## config.mk

```make
export PLATFORM = sky130hd
export DESIGN_NAME = c_escape_sequence_decoder
export DESIGN_NICKNAME = d
export VERILOG_FILES = /design/src/hdl/ced_pkg.sv /design/src/hdl/c_escape_sequence_decoder.sv /design/src/hdl/ced_front.sv /design/src/hdl/ced_queue.sv /design/src/hdl/ced_back.sv
export SDC_FILE = /design/constraint.sdc
export NUM_CORES = 1
export LEC_CHECK = 0
export ABC_AREA = 1
export BUFFER_PORTS_ARGS = -buffer_cell sky130_fd_sc_hd__buf_2
export CORE_MARGIN = 2
export CORE_UTILIZATION = 62
export DETAILED_ROUTE_END_ITERATION = 12
export GPL_TIMING_DRIVEN = 0
export PLACE_DENSITY_LB_ADDON = 0.08
export REMOVE_ABC_BUFFERS = 1
export SYNTH_ARGS = -nofsm -noshare
export SYNTH_HDL_FRONTEND = slang
export SYNTH_SLANG_ARGS = --single-unit
```

## constraint.sdc

```tcl
create_clock -name i_clk -period 4.1 [get_ports i_clk]
set_input_delay 0.82 -clock i_clk [delete_from_list [all_inputs] [get_ports i_clk]]
set_output_delay 0.82 -clock i_clk [all_outputs]
set_load 0.02 [all_outputs]
```

## src/hdl/ced_pkg.sv

```systemverilog
// ----------------------------------------------------------------------------
// ced_pkg
// shared types, mode codes and helpers for the escape sequence decoder
// ----------------------------------------------------------------------------
package ced_pkg;

    localparam int C_CHAR_BITS = 16;
    localparam logic [15:0] C_CHAR_MASK =
        (C_CHAR_BITS >= 16) ? 16'hFFFF : 16'((32'd1 << C_CHAR_BITS) - 32'd1);

    localparam int C_Q_DEPTH = 4;
    localparam int C_Q_AW    = $clog2(C_Q_DEPTH);

    localparam logic [2:0] C_MODE_IDLE = 3'd0;
    localparam logic [2:0] C_MODE_ESC  = 3'd1;
    localparam logic [2:0] C_MODE_OCT  = 3'd2;
    localparam logic [2:0] C_MODE_HEX2 = 3'd3;
    localparam logic [2:0] C_MODE_HEX4 = 3'd4;

    localparam logic [2:0] C_LIMIT_OCT  = 3'd3;
    localparam logic [2:0] C_LIMIT_HEX2 = 3'd2;
    localparam logic [2:0] C_LIMIT_HEX4 = 3'd4;

    typedef struct packed {
        logic [15:0] in_char;
        logic        end_of_input;
    } t_in_beat;

    typedef struct packed {
        logic [15:0] out_char;
        logic        char_valid;
        logic        end_of_output;
    } t_out_beat;

    // classified input beat
    typedef struct packed {
        logic [15:0] ch;
        logic        eoi;
        logic        is_bslash;
        logic [15:0] esc_code;
        logic        is_zero;
        logic        is_x;
        logic        is_u;
        logic        oct_ok;
        logic [2:0]  oct_val;
        logic        hex_ok;
        logic [3:0]  hex_val;
    } t_cls;

    typedef struct packed {
        logic full;
        logic empty;
    } t_q_status;

    typedef struct packed {
        logic      has_res;
        logic      go_esc;
        t_out_beat beat;
    } t_idle_res;

    function automatic t_out_beat mask_beat(t_out_beat b);
        t_out_beat r;
        r          = b;
        r.out_char = b.out_char & C_CHAR_MASK;
        return r;
    endfunction

    function automatic t_idle_res idle_step(t_cls c);
        t_idle_res r;
        r = '0;
        if (c.is_bslash) begin
            if (c.eoi) begin
                r.has_res = 1'b1;
                r.beat    = '{out_char: 16'd0, char_valid: 1'b0, end_of_output: 1'b1};
            end else begin
                r.go_esc = 1'b1;
            end
        end else begin
            r.has_res = 1'b1;
            r.beat    = '{out_char: c.ch, char_valid: 1'b1, end_of_output: c.eoi};
        end
        return r;
    endfunction

endpackage

```

## src/hdl/c_escape_sequence_decoder.sv

```systemverilog
// ----------------------------------------------------------------------------
// c_escape_sequence_decoder
// result path: each input beat is written into the queue, then popped into
// the output register, from which the result beat can be taken
// throughput: one input beat per cycle while the queue is not full; a beat
// that yields two results holds its second one in a pending register
// reset: synchronous, clears escape state, queue and output register
// ----------------------------------------------------------------------------
module c_escape_sequence_decoder import ced_pkg::*; (
    input  logic      i_clk,
    input  logic      i_rst_n,
    input  logic      i_in_valid,
    output logic      o_in_ready,
    input  t_in_beat  i_in_beat,
    output logic      o_out_valid,
    input  logic      i_out_ready,
    output t_out_beat o_out_beat
);

    t_cls      w_cls;
    t_cls      w_head;
    t_q_status w_status;
    logic      w_push;
    logic      w_pop;

    assign o_in_ready = !w_status.full;
    assign w_push     = i_in_valid && o_in_ready;

    ced_front u_front (
        .i_in_beat (i_in_beat),
        .o_cls     (w_cls)
    );

    ced_queue u_queue (
        .i_clk    (i_clk),
        .i_rst_n  (i_rst_n),
        .i_push   (w_push),
        .i_wdata  (w_cls),
        .i_pop    (w_pop),
        .o_head   (w_head),
        .o_status (w_status)
    );

    ced_back u_back (
        .i_clk       (i_clk),
        .i_rst_n     (i_rst_n),
        .i_head      (w_head),
        .i_status    (w_status),
        .o_pop       (w_pop),
        .o_out_valid (o_out_valid),
        .i_out_ready (i_out_ready),
        .o_out_beat  (o_out_beat)
    );

endmodule

```

## src/hdl/ced_front.sv

```systemverilog
// ----------------------------------------------------------------------------
// ced_front
// classifies each input character: backslash, escape letters, digit values
// ----------------------------------------------------------------------------
module ced_front import ced_pkg::*; (
    input  t_in_beat i_in_beat,
    output t_cls     o_cls
);

    logic [15:0] w_c;

    assign w_c = i_in_beat.in_char;

    always_comb begin
        o_cls           = '0;
        o_cls.ch        = w_c;
        o_cls.eoi       = i_in_beat.end_of_input;
        o_cls.is_bslash = (w_c == 16'h005C);
        o_cls.is_zero   = (w_c == 16'h0030);
        o_cls.is_x      = (w_c == 16'h0078);
        o_cls.is_u      = (w_c == 16'h0075);
        o_cls.oct_ok    = (w_c >= 16'h0030) && (w_c <= 16'h0037);
        o_cls.oct_val   = w_c[2:0];
        case (w_c)
            16'h0061: o_cls.esc_code = 16'd7;
            16'h0062: o_cls.esc_code = 16'd8;
            16'h0066: o_cls.esc_code = 16'd12;
            16'h006E: o_cls.esc_code = 16'd10;
            16'h0072: o_cls.esc_code = 16'd13;
            16'h0074: o_cls.esc_code = 16'd9;
            16'h0076: o_cls.esc_code = 16'd11;
            default:  o_cls.esc_code = w_c;
        endcase
        if ((w_c >= 16'h0030) && (w_c <= 16'h0039)) begin
            o_cls.hex_ok  = 1'b1;
            o_cls.hex_val = w_c[3:0];
        end else if (((w_c >= 16'h0041) && (w_c <= 16'h0046)) ||
                     ((w_c >= 16'h0061) && (w_c <= 16'h0066))) begin
            o_cls.hex_ok  = 1'b1;
            o_cls.hex_val = w_c[3:0] + 4'd9;
        end
    end

endmodule

```

## src/hdl/ced_queue.sv

```systemverilog
// ----------------------------------------------------------------------------
// ced_queue
// short queue of classified beats between front and back
// ----------------------------------------------------------------------------
module ced_queue import ced_pkg::*; (
    input  logic      i_clk,
    input  logic      i_rst_n,
    input  logic      i_push,
    input  t_cls      i_wdata,
    input  logic      i_pop,
    output t_cls      o_head,
    output t_q_status o_status
);

    t_cls              r_mem [C_Q_DEPTH];
    logic [C_Q_AW-1:0] r_wr_ptr, n_wr_ptr;
    logic [C_Q_AW-1:0] r_rd_ptr, n_rd_ptr;
    logic [C_Q_AW:0]   r_count, n_count;

    assign o_head         = r_mem[r_rd_ptr];
    assign o_status.full  = (r_count == (C_Q_AW+1)'(C_Q_DEPTH));
    assign o_status.empty = (r_count == '0);

    always_comb begin
        n_wr_ptr = i_push ? r_wr_ptr + C_Q_AW'(1) : r_wr_ptr;
        n_rd_ptr = i_pop  ? r_rd_ptr + C_Q_AW'(1) : r_rd_ptr;
        n_count  = r_count;
        if (i_push && !i_pop) begin
            n_count = r_count + (C_Q_AW+1)'(1);
        end else if (!i_push && i_pop) begin
            n_count = r_count - (C_Q_AW+1)'(1);
        end
    end

    always_ff @(posedge i_clk) begin
        if (!i_rst_n) begin
            r_wr_ptr <= '0;
            r_rd_ptr <= '0;
            r_count  <= '0;
        end else begin
            r_wr_ptr <= n_wr_ptr;
            r_rd_ptr <= n_rd_ptr;
            r_count  <= n_count;
        end
    end

    always_ff @(posedge i_clk) begin
        if (i_push) begin
            r_mem[r_wr_ptr] <= i_wdata;
        end
    end

endmodule

```

## src/hdl/ced_back.sv

```systemverilog
// ----------------------------------------------------------------------------
// ced_back
// escape state machine, numeric accumulation and output beat register
// ----------------------------------------------------------------------------
module ced_back import ced_pkg::*; (
    input  logic      i_clk,
    input  logic      i_rst_n,
    input  t_cls      i_head,
    input  t_q_status i_status,
    output logic      o_pop,
    output logic      o_out_valid,
    input  logic      i_out_ready,
    output t_out_beat o_out_beat
);

    logic [2:0]  r_mode, n_mode;
    logic [15:0] r_acc, n_acc;
    logic [2:0]  r_cnt, n_cnt;
    logic        r_out_valid;
    t_out_beat   r_out;
    logic        r_pend_valid;
    t_out_beat   r_pend;

    logic        w_load_ok;
    logic [1:0]  w_res_n;
    t_out_beat   w_res0, w_res1;

    assign w_load_ok   = !r_out_valid || i_out_ready;
    assign o_pop       = w_load_ok && !r_pend_valid && !i_status.empty;
    assign o_out_valid = r_out_valid;
    assign o_out_beat  = r_out;

    always_comb begin
        logic        d_ok;
        logic [3:0]  d_val;
        logic [2:0]  limit;
        logic [15:0] acc_next;
        logic [2:0]  cnt_next;
        t_idle_res   idle;
        n_mode   = r_mode;
        n_acc    = r_acc;
        n_cnt    = r_cnt;
        w_res_n  = 2'd0;
        w_res0   = '0;
        w_res1   = '0;
        d_ok     = 1'b0;
        d_val    = '0;
        limit    = C_LIMIT_HEX4;
        acc_next = '0;
        cnt_next = r_cnt + 3'd1;
        idle     = idle_step(i_head);
        case (r_mode)
            C_MODE_ESC: begin
                if (i_head.is_zero || i_head.is_x || i_head.is_u) begin
                    if (i_head.eoi) begin
                        w_res_n = 2'd1;
                        w_res0  = '{out_char: 16'd0, char_valid: 1'b1, end_of_output: 1'b1};
                        n_mode  = C_MODE_IDLE;
                        n_acc   = '0;
                        n_cnt   = '0;
                    end else begin
                        n_mode = i_head.is_zero ? C_MODE_OCT :
                                 i_head.is_x    ? C_MODE_HEX2 : C_MODE_HEX4;
                        n_acc  = '0;
                        n_cnt  = i_head.is_zero ? 3'd1 : 3'd0;
                    end
                end else begin
                    w_res_n = 2'd1;
                    w_res0  = '{out_char: i_head.esc_code, char_valid: 1'b1,
                                end_of_output: i_head.eoi};
                    n_mode  = C_MODE_IDLE;
                    n_acc   = '0;
                    n_cnt   = '0;
                end
            end
            C_MODE_OCT, C_MODE_HEX2, C_MODE_HEX4: begin
                if (r_mode == C_MODE_OCT) begin
                    d_ok     = i_head.oct_ok;
                    d_val    = {1'b0, i_head.oct_val};
                    limit    = C_LIMIT_OCT;
                    acc_next = {r_acc[12:0], 3'b000} | {12'd0, d_val};
                end else begin
                    d_ok     = i_head.hex_ok;
                    d_val    = i_head.hex_val;
                    limit    = (r_mode == C_MODE_HEX2) ? C_LIMIT_HEX2 : C_LIMIT_HEX4;
                    acc_next = {r_acc[11:0], 4'b0000} | {12'd0, d_val};
                end
                if (d_ok && (r_cnt < limit)) begin
                    n_acc = acc_next;
                    n_cnt = cnt_next;
                    if ((cnt_next >= limit) || i_head.eoi) begin
                        w_res_n = 2'd1;
                        w_res0  = '{out_char: acc_next, char_valid: 1'b1,
                                    end_of_output: i_head.eoi};
                        n_mode  = C_MODE_IDLE;
                        n_acc   = '0;
                        n_cnt   = '0;
                    end
                end else begin
                    w_res0  = '{out_char: r_acc, char_valid: 1'b1, end_of_output: 1'b0};
                    w_res1  = idle.beat;
                    w_res_n = idle.has_res ? 2'd2 : 2'd1;
                    n_mode  = idle.go_esc ? C_MODE_ESC : C_MODE_IDLE;
                    n_acc   = '0;
                    n_cnt   = '0;
                end
            end
            default: begin
                w_res0  = idle.beat;
                w_res_n = idle.has_res ? 2'd1 : 2'd0;
                n_mode  = idle.go_esc ? C_MODE_ESC : C_MODE_IDLE;
                n_acc   = '0;
                n_cnt   = '0;
            end
        endcase
    end

    always_ff @(posedge i_clk) begin
        if (!i_rst_n) begin
            r_mode       <= C_MODE_IDLE;
            r_acc        <= '0;
            r_cnt        <= '0;
            r_out_valid  <= 1'b0;
            r_pend_valid <= 1'b0;
        end else begin
            if (o_pop) begin
                r_mode <= n_mode;
                r_acc  <= n_acc;
                r_cnt  <= n_cnt;
            end
            if (w_load_ok) begin
                if (r_pend_valid) begin
                    r_out_valid  <= 1'b1;
                    r_pend_valid <= 1'b0;
                end else if (o_pop) begin
                    r_out_valid  <= (w_res_n != 2'd0);
                    r_pend_valid <= (w_res_n == 2'd2);
                end else begin
                    r_out_valid <= 1'b0;
                end
            end
        end
    end

    always_ff @(posedge i_clk) begin
        if (w_load_ok) begin
            if (r_pend_valid) begin
                r_out <= r_pend;
            end else if (o_pop) begin
                r_out  <= mask_beat(w_res0);
                r_pend <= mask_beat(w_res1);
            end
        end
    end

endmodule

```

==> impl_metrics.env, run 1 <==
export IMPL_synth_edff_count=208
export IMPL_cpPeakStageDelay_ps=710
export IMPL_drt_vias_per_instance=5.81
export IMPL_ios=41
export IMPL_start_util=0.637
export IMPL_fillers=1246
export IMPL_cts_sinks=241
export IMPL_layout_nets=1075
export IMPL_maxCapViolCount=0
export IMPL_synth_top_area_frac=0.587
export IMPL_grt_overflow=0
export IMPL_hold_path_class="register to register"
export IMPL_die_w_microns=135
export IMPL_wl_per_cell_microns=18.5
export IMPL_initialDrtViolationCount=675
export IMPL_peakVddDrop_mv=0.547
export IMPL_crit_path_start_kind="register"
export IMPL_yosysSeqAreaShare=0.649
export IMPL_grt_pass1_wl_mm=37.3
export IMPL_hold_viol=0
export IMPL_std_cell_rows=47
export IMPL_postRouteAntennaNets=0
export IMPL_cts_inserted_buffers=25
export IMPL_worst_pin_slew_ps=967
export IMPL_synth_area_sq_um=10600
export IMPL_grtUsageTotal=0.264
export IMPL_synth_cell_types=43
export IMPL_cts_buffer_depth=3
export IMPL_yosys_top_cells_area="edfxtp_1, dfxtp_1, nand2_1"
export IMPL_ctsResizeCount=0
export IMPL_layout_cells_non_filler=1278
export IMPL_syn_inst=1023
export IMPL_synth_warnings=0
export IMPL_slowest_stage="dfxtp_4"
export IMPL_pwr_share_clk=0.247
export IMPL_core_area_sq_um=16700
export IMPL_hpwl_mm=14.0
export IMPL_combPwrFrac=0.342
export IMPL_rsz0062_at_grt="no"
export IMPL_yosys_cell_count_top_type="edfxtp_1"
export IMPL_wirelength_mm=23.6
export IMPL_gp_congestion=0.925
export IMPL_drive_gt1_frac=0.116
export IMPL_status="completed"
export IMPL_vias=7420
export IMPL_max_slew_margin=0.355
export IMPL_pwr_share_seq=0.411
export IMPL_internal_power_uw=5330
export IMPL_crit_path_end_kind="register"
export IMPL_clk_pin_slew_ps=60
export IMPL_die_area_sq_um=18200
export IMPL_diodes=0
export IMPL_die_y_microns=135
export IMPL_postSynthAreaPerCell_sq_um=10.4
export IMPL_switchingPower_uw=3230
export IMPL_synthArstFlopShare=0
export IMPL_dp_cells=1231
export IMPL_grt_start_max_net_pins=91
export IMPL_critical_path_class="register to register"
export IMPL_path_common_cell="nand2_1"
export IMPL_cts_tree="yes"
export IMPL_finalWorstSetupSlack_ps=582
export IMPL_leakagePower_uw=0.00435
export IMPL_synth_commonest_cells="edfxtp_1, nand2_1, nor2_1, o21ai_0, inv_1"
export IMPL_ys_ff_latch=241
export IMPL_clock_skew_ps=12.1
export IMPL_path_cells="clkinv_2 -> buf_16 -> nand2_1 -> nand3_1 -> nand2_1 -> nand2_1 -> o21ai_0 -> a21oi_1 -> a31oi_1"
export IMPL_synth_top_area_cell="edfxtp_1"
export IMPL_worst_endpoint_required_ps=4400
export IMPL_period_share=0.858
export IMPL_p_sw_frac=0.377
export IMPL_period_minus_slack_ps=3520
export IMPL_synthFlopType="edfxtp_1"
export IMPL_hold_buffers=0
export IMPL_portBuffers=40
export IMPL_dp_worst_setup_slack_ps=192
export IMPL_grt_pass1_vias=6978
export IMPL_cellPowerDensity_nw_per_um2=724
export IMPL_crit_fanout=64
export IMPL_critPathArrivalTime_ps=3820
export IMPL_setup_violations=0
export IMPL_first_pass_iters=5
export IMPL_drc=0
export IMPL_clk_latency_ps=520
export IMPL_syn2layout_area_growth_pct=11.0
export IMPL_antenna_found_initial=0
export IMPL_cts_root_buffer="clkbuf_16"
export IMPL_max_freq_mhz=284
export IMPL_final_max_slew_viol_count=0
export IMPL_cts_max_level=1
## placed cells by master, fill, tap and decap left out, types with 2 or more instances in the layout
master        n
o22a_1        2
nand2_1     165
clkinv_2      6
nand2_2       5
xor2_1        3
clkbuf_8      2
clkbuf_16    25
nor2_1      139
inv_1        72
nand4_1       2
o21a_1        2
nor2_4        7
ha_1         13
a41oi_1       3
nor3_1        5
edfxtp_1    208
nor2_2        8
o21ai_0     114
buf_12        5
clkinvlp_4    2
inv_2         8
clkbuf_1      5
buf_2        40
nor4_1        4
a31oi_1      11
dfxtp_1      31
o22ai_1      28
a21oi_1      57
buf_16        2
o21ai_1       7
clkinv_1      4
nand3_1      51
nand3_2       2
## cell type report
type / count / area, sq um / area share
repair buffers: 48 / 370 / 0.0313
inverters: 81 / 305 / 0.0258
multi-input cells: 643 / 3190 / 0.270
flip-flops and latches: 241 / 6910 / 0.585
well taps: 220 / 275 / 0.0233
clock buffers: 32 / 672 / 0.0568
clock inverters: 13 / 93.8 / 0.00794
## power groups by stage
stage / clock [uW] / sequential, uW / combinational (uW)
4_1_cts: 2120 / 3570 / 2790
2_1_floorplan: 0 / 3650 / 1740
3_5_place_dp: 0 / 3620 / 2770
6_report: 2110 / 3520 / 2930
5_1_grt: 2230 / 3570 / 3260
3_3_place_gp: 0 / 3650 / 2620
## flip-flops by register name, summed over array words and instances, names as in the netlist, named ones only
register,flops
u_back.r_pend,18
u_back.o_out_beat,18
u_queue.r_mem,172
u_back.r_cnt,3
u_queue.r_wr_ptr,2
u_back.o_out_valid,1
u_back.r_acc,16
u_queue.r_rd_ptr,2
u_back.r_pend_valid,1
u_queue.r_count,3
u_back.r_mode,3
## final timing paths
path                                          start              endpoint  slack (ps)  cells after the start
worst max-delay path                       register  u_back.o_out_beat[5]         580                      9
worst min-delay path            u_queue.r_rd_ptr[1]              register         460                      2
worst max register to register             register  u_back.o_out_beat[5]         580                      9
worst min register to register  u_queue.r_rd_ptr[1]              register         460                      2
## metal layers
layer	wire length, microns	share of wire	GRT usage	vias up
met3	1460	0.062	0.0364	35
met2	11300	0.48	0.439	241
met5	0	0	0	-
met4	592	0.025	0.0718	0
met1	10200	0.43	0.371	3558
li1	-	-	-	3586
## stage by stage
step | setup TNS (ps) | total power (uW) | cell area, sq um | hold slack [ps] | utilization
final | 0 | 8560 | 11800 | 464 | 0.708
after global routing | 0 | 9060 | 11800 | 500 | 0.708
after CTS | 0 | 8480 | 11800 | 471 | 0.705
after detailed placement | 0 | 6390 | 11000 | 461 | 0.659
after global placement | -235130 | 6270 | 10800 | 448 | 0.649
after floorplan | 0 | 5390 | 10400 | 436 | -
## critical path: cells and delay by family (launching register included)
family                 cells  cell delay [ps]
AOI/OAI and AO/OA          3              690
DFF                        1              710
and+or+nand+nor            4             1070
buffers and inverters      2              780
## cell families (layout without fill, tap and decap cells)
kind of cell,Yosys count,count (layout),synth area share
xor gates and xnor gates,3,3,0.00247
DFF,241,241,0.649
AOI/OAI and AO/OA,232,232,0.119
buffers and inverters,139,174,0.0549
and+or+nand+nor,394,394,0.158
adders and majority gates,14,14,0.0172
## repair_timing
item,4_1_cts,5_1_grt
endpoints found under the setup margin,0,3
setup buffers,0,1
endpoints found under the hold margin,0,0
(Power assumes the default switching activity.)
==> inputs of run 2 (changes only) <==
--- a/config.mk
+++ b/config.mk
@@ -8,7 +8,9 @@
 export ABC_AREA = 1
 export BUFFER_PORTS_ARGS = -buffer_cell sky130_fd_sc_hd__buf_2
 export CORE_MARGIN = 2
-export CORE_UTILIZATION = 62
+export CORE_UTILIZATION = 63
+export CTS_BUF_LIST = sky130_fd_sc_hd__clkbuf_8
+export CTS_CLUSTER_DIAMETER = 100
 export DETAILED_ROUTE_END_ITERATION = 12
 export GPL_TIMING_DRIVEN = 0
 export PLACE_DENSITY_LB_ADDON = 0.08
==> impl_metrics.env, run 2 (synthesized netlist as in run 1, its figures left out) <==
export IMPL_crit_path_end_kind="register"
export IMPL_setup_violations=0
export IMPL_hold_path_class="register to register"
export IMPL_peakVddDrop_mv=0.507
export IMPL_crit_path_start_kind="register"
export IMPL_hold_buffers=0
export IMPL_max_freq_mhz=278
export IMPL_vias=7482
export IMPL_finalWorstSetupSlack_ps=501
export IMPL_grt_pass1_vias=7036
export IMPL_core_area_sq_um=16500
export IMPL_initialDrtViolationCount=732
export IMPL_postRouteAntennaNets=0
export IMPL_cts_tree="yes"
export IMPL_wirelength_mm=23.3
export IMPL_gp_congestion=0.886
export IMPL_wl_per_cell_microns=17.9
export IMPL_grt_pass1_wl_mm=36.4
export IMPL_first_pass_iters=5
export IMPL_antenna_found_initial=0
export IMPL_ctsResizeCount=0
export IMPL_clk_pin_slew_ps=60
export IMPL_crit_fanout=90
export IMPL_clock_skew_ps=18.7
export IMPL_cts_max_level=2
export IMPL_drive_gt1_frac=0.124
export IMPL_drt_vias_per_instance=5.75
export IMPL_cts_sinks=241
export IMPL_syn2layout_area_growth_pct=10.3
export IMPL_layout_nets=1089
export IMPL_std_cell_rows=47
export IMPL_fillers=1224
export IMPL_drc=0
export IMPL_worst_endpoint_required_ps=4480
export IMPL_holdWs_ps=468
export IMPL_worst_pin_slew_ps=932
export IMPL_grt_start_max_net_pins=91
export IMPL_leakagePower_uw=0.00439
export IMPL_cts_inserted_buffers=39
export IMPL_critPathArrivalTime_ps=3980
export IMPL_diodes=0
export IMPL_final_max_slew_viol_count=0
export IMPL_grt_overflow=0
export IMPL_clk_latency_ps=520
export IMPL_die_area_sq_um=18000
export IMPL_maxCapViolCount=0
export IMPL_dpl_cell_area_sq_um=11000
export IMPL_top_register="u_queue.r_mem"
export IMPL_setup_tns_ps=0
export IMPL_grtUsageTotal=0.264
export IMPL_ios=41
export IMPL_largest_register_ffs=172
export IMPL_critical_path_class="register to register"
export IMPL_design_area_sq_um=11700
export IMPL_start_util=0.644
export IMPL_die_w_microns=134
export IMPL_layout_commonest_cell="edfxtp_1"
export IMPL_cts_buffer_depth=3
export IMPL_period_share=0.878
export IMPL_period_minus_slack_ps=3600
export IMPL_dp_worst_setup_slack_ps=279
export IMPL_portBuffers=40
export IMPL_status="completed"
export IMPL_cts_setup_buffers=0
export IMPL_hpwl_mm=14.2
export IMPL_max_slew_margin=0.378
export IMPL_hold_viol=0
export IMPL_die_y_microns=134
export IMPL_rsz0062_at_grt="no"
export IMPL_most_common_layout_cells="edfxtp_1, nand2_1, nor2_1, o21ai_0, inv_1"
export IMPL_cellPowerDensity_nw_per_um2=700
export IMPL_cts_root_buffer="clkbuf_8"
-- run 2: final cells by class --
cell class              instances  area, sq um  area share
repair buffers                 48          370      0.0315
well taps                     220          275      0.0234
inverters                      81          305      0.0260
multi-input cells             643         3190       0.272
clock inverters                26          109     0.00927
clock buffers                  42          578      0.0492
flip-flops and latches        241         6910       0.589
-- run 2: metal layers --
metal | global-route usage | up-vias | share of wire
met5 | 0 | - | 0
met4 | 0.0851 | 0 | 0.022
met3 | 0.0397 | 41 | 0.060
met2 | 0.438 | 240 | 0.48
met1 | 0.365 | 3584 | 0.44
li1 | - | 3617 | -
-- run 2: power breakdown --
group          internal [uW]  switching [uW]
clock network            942             902
logic                    853            1970
registers               3250             297
total                   5050            3170
-- run 2: worst max-delay path, stage by stage (launching register included) --
cell	delay, ps
dfxtp_4	950
clkinv_2	470
buf_16	350
nand2_1	90
nand3_1	60
nand2_1	70
nand2_1	60
nand2_2	140
nor2_8	60
nor2_4	380
inv_2	270
nor2_2	160
inv_1	150
nor2_1	140
-- run 2: worst paths after layout --
path | from | endpoint | slack, ps | depth (start not counted)
setup / recovery | register | u_back.r_pend[5] | 500 | 13
hold reg to reg | u_back.r_acc[13] | u_back.r_acc[13] | 470 | 2
setup reg to reg | register | u_back.r_pend[5] | 500 | 13
hold / removal | u_back.r_acc[13] | u_back.r_acc[13] | 470 | 2
-- run 2: through the flow --
step,utilization,std cells,total power (uW)
after floorplan,-,965,5390
after global placement,0.656,1225,6250
final,0.710,1301,8220
after global routing,0.710,1301,8690
after detailed placement,0.667,1232,6380
after CTS,0.709,1300,8210
==> inputs of run 3 (changes only) <==
--- a/config.mk
+++ b/config.mk
@@ -5,11 +5,10 @@
 export SDC_FILE = /design/constraint.sdc
 export NUM_CORES = 1
 export LEC_CHECK = 0
-export ABC_AREA = 1
+export ABC_AREA = 0
 export BUFFER_PORTS_ARGS = -buffer_cell sky130_fd_sc_hd__buf_2
 export CORE_MARGIN = 2
-export CORE_UTILIZATION = 63
-export CTS_BUF_LIST = sky130_fd_sc_hd__clkbuf_8
+export CORE_UTILIZATION = 62
 export CTS_CLUSTER_DIAMETER = 100
 export DETAILED_ROUTE_END_ITERATION = 12
 export GPL_TIMING_DRIVEN = 0
==> impl_metrics.env, run 3 <==
export IMPL_status="completed"
export IMPL_first_pass_iters=5
export IMPL_clk_latency_ps=530
export IMPL_cellPowerDensity_nw_per_um2=688
export IMPL_yosysSeqAreaShare=0.661
export IMPL_largest_register_ffs=172
export IMPL_core_area_sq_um=16500
export IMPL_synth_area_sq_um=10500
export IMPL_cts_setup_buffers=0
export IMPL_synth_edff_count=208
export IMPL_grtUsageTotal=0.248
export IMPL_cts_inserted_buffers=25
export IMPL_hpwl_mm=13.3
export IMPL_slowest_stage="o21a_1"
export IMPL_peakVddDrop_mv=0.481
export IMPL_synthFlopType="edfxtp_1"
export IMPL_period_minus_slack_ps=3950
export IMPL_leakagePower_uw=0.00387
export IMPL_grt_pass1_wl_mm=34.1
export IMPL_std_cell_rows=47
export IMPL_postRouteAntennaNets=0
export IMPL_die_y_microns=134
export IMPL_worst_endpoint_required_ps=4540
export IMPL_period_share=0.963
export IMPL_start_util=0.633
export IMPL_synth_cell_types=63
export IMPL_postSynthAreaPerCell_sq_um=15.1
export IMPL_grt_start_max_net_pins=40
export IMPL_cts_tree="yes"
export IMPL_max_slew_margin=0.160
export IMPL_clock_skew_ps=15.1
export IMPL_path_cells="or3_2 -> inv_1 -> o21a_1 -> mux2i_1"
export IMPL_most_common_layout_cells="edfxtp_1, nand2_1, inv_1, mux4_2, buf_2"
export IMPL_syn2layout_area_growth_pct=12.3
export IMPL_layout_cells_non_filler=960
export IMPL_rsz0062_at_grt="yes"
export IMPL_worst_pin_slew_ps=1260
export IMPL_synth_top_area_cell="edfxtp_1"
export IMPL_synthArstFlopShare=0
export IMPL_grt_overflow=0
export IMPL_die_w_microns=134
export IMPL_layout_nets=756
export IMPL_wl_per_cell_microns=22.3
export IMPL_crit_path_start_kind="register"
export IMPL_ios=41
export IMPL_ctsResizeCount=2
export IMPL_antenna_found_initial=0
export IMPL_r2r_slack_ps=150
export IMPL_vias=6139
export IMPL_final_max_slew_viol_count=0
export IMPL_die_area_sq_um=17900
export IMPL_crit_fanout=39
export IMPL_yosys_cell_count_top_type="edfxtp_1"
export IMPL_syn_inst=693
export IMPL_grt_pass1_vias=6197
export IMPL_critical_path_class="register to register"
export IMPL_hold_buffers=0
export IMPL_drive_gt1_frac=0.227
export IMPL_cpPeakStageDelay_ps=1050
export IMPL_gp_congestion=0.872
export IMPL_synth_top_area_frac=0.597
export IMPL_drc=0
export IMPL_maxCapViolCount=0
export IMPL_dp_cells=914
export IMPL_drt_vias_per_instance=6.39
export IMPL_critPathArrivalTime_ps=4380
export IMPL_cts_sinks=241
export IMPL_layout_commonest_cell="edfxtp_1"
export IMPL_cts_root_buffer="clkbuf_16"
export IMPL_dp_worst_setup_slack_ps=-859
export IMPL_max_freq_mhz=253
export IMPL_setup_violations=0
export IMPL_clk_pin_slew_ps=60
export IMPL_synth_warnings=0
export IMPL_top_register="u_queue.r_mem"
export IMPL_synth_commonest_cells="edfxtp_1, nand2_1, inv_1, mux4_2, nor2_1"
export IMPL_initialDrtViolationCount=634
export IMPL_wirelength_mm=21.5
export IMPL_diodes=0
export IMPL_hold_viol=0
export IMPL_portBuffers=40
export IMPL_crit_path_end_kind="register"
export IMPL_hold_path_class="register to register"
export IMPL_cts_buffer_depth=3
export IMPL_ys_ff_latch=241
export IMPL_yosys_top_cells_area="edfxtp_1, mux4_2, dfxtp_1"
export IMPL_cts_max_level=1
export IMPL_finalWorstSetupSlack_ps=152
[run 3: final cells by class]
cell class	count	area, sq um
sequential	241	6910
fill	1057	4790
multi-input combinational	361	3200
clock buffer	35	714
timing repair buffer	49	369
tap	220	275
inverter	43	161
clock inverter	11	108
[run 3: cells by family (layout without fill, tap and decap cells)]
logic type	count (synthesis)	count (layout)	synth area share
adder cells (fa/ha/maj)	14	14	0.0175
multiplexers	53	53	0.103
flip-flops	241	241	0.661
AO/OA/AOI/OAI	111	111	0.0886
XOR/XNOR	8	8	0.00670
AND/OR/NAND/NOR	175	175	0.0875
buffers and inverters	91	138	0.0360
[run 3: worst paths after layout]
path                            to  cells after the start                start
setup / recovery  u_back.r_mode[1]                      4  u_back.r_pend_valid
hold / removal    u_back.r_acc[13]                      2     u_back.r_acc[13]
setup reg to reg  u_back.r_mode[1]                      4  u_back.r_pend_valid
hold reg to reg   u_back.r_acc[13]                      2     u_back.r_acc[13]
[run 3: layer usage]
layer | global-route usage | vias to the layer above | part of all wire
li1 | - | 2750 | -
met1 | 0.356 | 3088 | 0.42
met2 | 0.406 | 255 | 0.49
met3 | 0.0382 | 46 | 0.067
met5 | 0 | - | 0
met4 | 0.0656 | 0 | 0.021
[run 3: worst max-delay path, delay by kind of cell (launching register included)]
family,cells,cell delay (ps)
flip-flops,1,550
AND/OR/NAND/NOR,1,930
AO/OA/AOI/OAI,1,1050
buffers and inverters,1,1030
multiplexers,1,280
[run 3: where the power goes]
| group | switching (uW) | internal, uW | total, uW | leakage [uW] |
|---|---|---|---|---|
| Sequential | 243 | 3230 | 3470 | 0.00219 |
| Clock | 907 | 1340 | 2250 | 0.000402 |
| Combinational | 1430 | 930 | 2360 | 0.00128 |
[run 3: metrics by stage]
step / hold slack, ps / util / instance area (sq um) / total power, uW / setup TNS (ps)
after floorplan: 459 / - / 10200 / 5110 / -377
after global placement: 479 / 0.648 / 10700 / 5750 / -67590
after detailed placement: 491 / 0.660 / 10900 / 5870 / -17080
after CTS: 499 / 0.710 / 11700 / 8120 / 0
after global routing: 518 / 0.710 / 11700 / 8450 / -59.9
final: 501 / 0.710 / 11700 / 8080 / 0
